<file path="config.mk">
export PLATFORM = sky130hd
export DESIGN_NAME = rc6_qmix
export DESIGN_NICKNAME = d
export VERILOG_FILES = /design/src/rtl/rc6_pkg.sv /design/src/rtl/rc6_qmix.sv
export SDC_FILE = /design/constraint.sdc
export NUM_CORES = 1
export LEC_CHECK = 0
export ABC_AREA = 1
export BUFFER_PORTS_ARGS = -buffer_cell sky130_fd_sc_hd__buf_4
export CAP_MARGIN = 25
export CORE_MARGIN = 3
export CORE_UTILIZATION = 35
export DETAILED_ROUTE_END_ITERATION = 12
export SETUP_SLACK_MARGIN = 0.02
export SLEW_MARGIN = 20
export SYNTH_ARGS = -nofsm -noshare
export SYNTH_HDL_FRONTEND = slang
export SYNTH_SLANG_ARGS = --single-unit
</file>
<file path="constraint.sdc">
create_clock -name vclk -period 8.7
set_input_delay 0.435 -clock vclk [all_inputs]
set_output_delay 0.435 -clock vclk [all_outputs]
set_load 0.01 [all_outputs]
</file>
<file path="src/rtl/rc6_pkg.sv">
// ----------------------------------------------------------------------------
// rc6_pkg
// Types, constants and word helpers shared by the RC6 engine.
// ----------------------------------------------------------------------------
`timescale 1ns / 1ps
`default_nettype none

package rc6_pkg;

    localparam int DEF_ROUNDS = 20;
    localparam int KEY_WORDS  = 4;
    localparam logic [31:0] MAGIC_P = 32'hB7E15163;
    localparam logic [31:0] MAGIC_Q = 32'h9E3779B9;

    typedef enum logic [1:0] {
        REQ_KEY = 2'd0,
        REQ_ENC = 2'd1,
        REQ_DEC = 2'd2,
        REQ_NOP = 2'd3
    } req_t;

    typedef enum logic [3:0] {
        ST_IDLE,
        ST_FILL,
        ST_MIX_RD,
        ST_MIX_A,
        ST_MIX_B,
        ST_PRE0,
        ST_PRE1,
        ST_PRE2,
        ST_RND0,
        ST_RND1,
        ST_RND2,
        ST_POST0,
        ST_POST1,
        ST_POST2,
        ST_DONE
    } state_t;

    function automatic logic [31:0] rotl32(input logic [31:0] x, input logic [4:0] n);
        return (x << n) | (x >> (6'd32 - {1'b0, n}));
    endfunction

    function automatic logic [31:0] rotr32(input logic [31:0] x, input logic [4:0] n);
        return (x >> n) | (x << (6'd32 - {1'b0, n}));
    endfunction

endpackage

`default_nettype wire

</file>
<file path="src/rtl/rc6_qmix.sv">
// ----------------------------------------------------------------------------
// rc6_qmix
// Shared quadratic mixer: rotl(x * (2x + 1), 5), modulo 2^32.
// ----------------------------------------------------------------------------
`timescale 1ns / 1ps
`default_nettype none

module rc6_qmix import rc6_pkg::*; (
    input  wire logic [31:0] x,
    output logic      [31:0] y
);

    logic [31:0] odd;
    logic [31:0] prod;

    assign odd  = {x[30:0], 1'b1};
    assign prod = x * odd;
    assign y    = rotl32(prod, 5'd5);

endmodule

`default_nettype wire

</file>
* After elaboration in Yosys (flattened, before gate mapping)
Index checks and enable logic that the tools add are counted.
Cells by class: bitwise gates (word level) 1, $mul 1
Operator list (number):
- multiplier 32 x 32 -> 32 bit | 1
- bitwise OR 32 x 5 -> 32 bit | 1
Storage, ports and cells: logic and storage cells 2, input port bits 32, flip-flop bits (word level) 0, output and inout bits 32

* Depth between registers and ports, before layout
depth after elaboration 2, gate-level depth with buffers 32, mapped depth without buffers 30

* Worst setup path before layout
OpenSTA, ideal clock, no wires.
path kind input to output, from input x[10], to output y[2], arrival time 6.662 ns, slack 1.603 ns, stages on the path 25, buffers on the path 2, required time 8.265 ns, cell sequence clkbuf_1 > clkbuf_1 > nand2_1 > fa_1 > inv_1 > fa_1 > fa_1 > inv_1 > fa_1 > inv_1 > fa_1 > inv_1 > fa_1 > inv_1 > fa_1 > fa_1 > ha_1 > a21oi_1 > o21ai_0 > a21oi_1 > nand3_1 > a21o_1 > nand2_1 > nand2_1 > xor2_1
On the way: word-level cells in the longest chain between the ends 2
RTL lines:
- start, declared | RTL line rc6_qmix.sv:9 | input wire logic [31:0] x,
- multiplier 32 x 32 -> 32 bit | RTL line rc6_qmix.sv:17 | assign prod = x * odd;
- bitwise OR 32 x 5 -> 32 bit | RTL line rc6_pkg.sv:41 | return (x << n) | (x >> (6'd32 - {1'b0, n}));
- end, declared | RTL line rc6_qmix.sv:10 | output logic [31:0] y
No other way between the ends.

* Final worst setup path
from input x[3], to output y[1]
The elaborated chain is that of the path after synthesis.

==> reports/qor.yml <==
run_status:
  outcome: "completed"
logic_synthesis:
  yosys.area.top_type: "fa_1"
  synth_seq_area_share_pct: 0
  synthesis.nets: 2283
  post-synth-top-area-fraction_pct: 51.6
  netlist_area_before_placement_mm2: 0.0143
  postSynthAreaPerCell_um2: 8.14
  synthesis.instances: 1754
  yosysWarningCount: 0
  yosysUniqueCellTypes: 40
  synthTopCellsByArea: "fa_1, inv_1, ha_1"
timing:
  final-setup-viol-count: 0
  max_freq_ghz: 0.121
  post-route-min-period_ps: 8300
  report.final.slew_viol_count: 0
  final.period_utilization_pct: 95.3
  rsz_0062_raised_after_global_routing: "no"
  tightestPinTransition_ps: 752
  final_hold_viol_count: 0
  slew_headroom_pct: 49.6
  fin_setup_tns_ps: 0
floorplan:
  fp.dieArea_mm2: 0.0433
  chipWidth_um: 208
  dieHeight_um: 208
  core_region_area_mm2: 0.0400
  initial_core_util_pct: 35.7
  std_cell_rows: 73
  boundaryPins: 64
critical_path:
  critical_path_peak_fanout: 18
  arrival_ps: 7860
  crit_required_ps: 8270
  start_kind: "primary input"
  critical_path.endpoint_type: "output port"
  category_of_the_most_critical_setup_path: "in2out"
global_route:
  pin_count_of_the_biggest_net_entering_global_routing: 35
  grt_pass1_wl_um: 58900
  grt_antenna_before_repair: 1
  grt.overflow.total: 0
  grt_use_total_pct: 16.7
  number_of_global_route_vias_before_repair: 11600
final_layout:
  core_utilization_of_the_finished_layout_pct: 38.1
  ff_latch_area_um2: 0
  finish.net_count: 2303
  clock_buffer_count: 0
  seq_cell_count: 0
  count_of_inserted_antenna_diode_cells: 0
  layout_commonest_cell: "inv_1"
  flow.area_growth_from_synthesis_pct: 6.57
  final_cell_mix: "inv_1, nand2_1, fa_1"
  final_layout_size_suffix_gt1_share_pct: 5.25
route:
  drc: 0
  routedWlPerCell_um: 15.3
  drt-pass1-iter-count: 5
  routed-via-count: 10400
  routed_wl_um: 35100
  drt_first_iter_violations: 456
  postRouteAntennaNets: 0
  drt-vias-per-instance: 4.52
clock_tree:
  post_cts_repair_timing_setup_buffer_count: 0
  post_cts_resize_count: 0
  post_cts_hold_buffer_count: 0
run:
  drv.max_cap_violation_count: 0
placement:
  io_buffers: 64
  gpl.final_weighted_congestion: 0.888
  dp_hpwl_um: 31100
min_path:
  worst_hold_path_type: "in2out"
-- cell families after synthesis --
logic type	Yosys count	synth area share, %
xor gates and xnor gates	48	3.13
adders and majority gates	497	62.9
and+or+nand+nor	486	13.7
buffers and inverters	662	17.7
AOI/OAI and AO/OA	61	2.55
-- routing by layer --
metal | GRT usage [%] | share of wire [%]
met1 | 22.9 | 45
met3 | 1.51 | 4.1
met5 | 0 | 0.034
met2 | 29.8 | 49
met4 | 1.88 | 1.4
-- stage by stage --
stage	instances	setup WS, ps	area [um^2]	hold slack, ps
after floorplan	1754	1600	14300	962
after global placement	2297	434	15200	1360
after detailed placement	2297	494	15200	1360
after CTS	2297	439	15200	1360
after global routing	2297	144	15200	1380
final	2297	405	15200	1360
-- cell usage after synthesis (all sizes together) --
cell type	instances
ha	129
inv	610
buf	20
nand3	41
nand3b	4
a21oi	26
nand2	407
nand4	3
clkbuf	32
o221ai	1
a31oi	5
xor2	31
a21o	7
nor3	2
nor4	1
nor3b	1
or2	3
fa	368
xnor2	17
o21bai	3
a221oi	1
o21ai	15
o211ai	2
a31o	1
nor2	24
-- critical path, stage by stage --
cell	delay, ps
buf_4	220
buf_4	310
nand2_1	160
fa_1	540
fa_1	520
inv_1	60
fa_1	470
inv_1	50
fa_1	540
inv_1	60
fa_1	480
fa_1	590
fa_1	450
fa_1	490
ha_1	410
nand2_1	120
nor3_2	650
nand4_1	330
nand3_2	290
a21oi_1	140
o21bai_1	170
xor2_1	210
buf_4	160
-- layout make-up --
class	instances	area [um^2]
Fill cell	4150	24800
Inverter	610	2290
Multi-Input combinational cell	1092	11800
Tap cell	525	657
Timing Repair Buffer	70	526
-- worst paths after layout --
check / startpoint / endpoint / slack (ps) / cells after the start
setup / recovery: x[3] / y[1] / 400 / 23
hold / removal: x[0] / y[5] / 1360 / 2
Power is left out: the tool's default activity adds up to more than one toggle a clock period on the data nets, which glitch-free logic cannot reach.
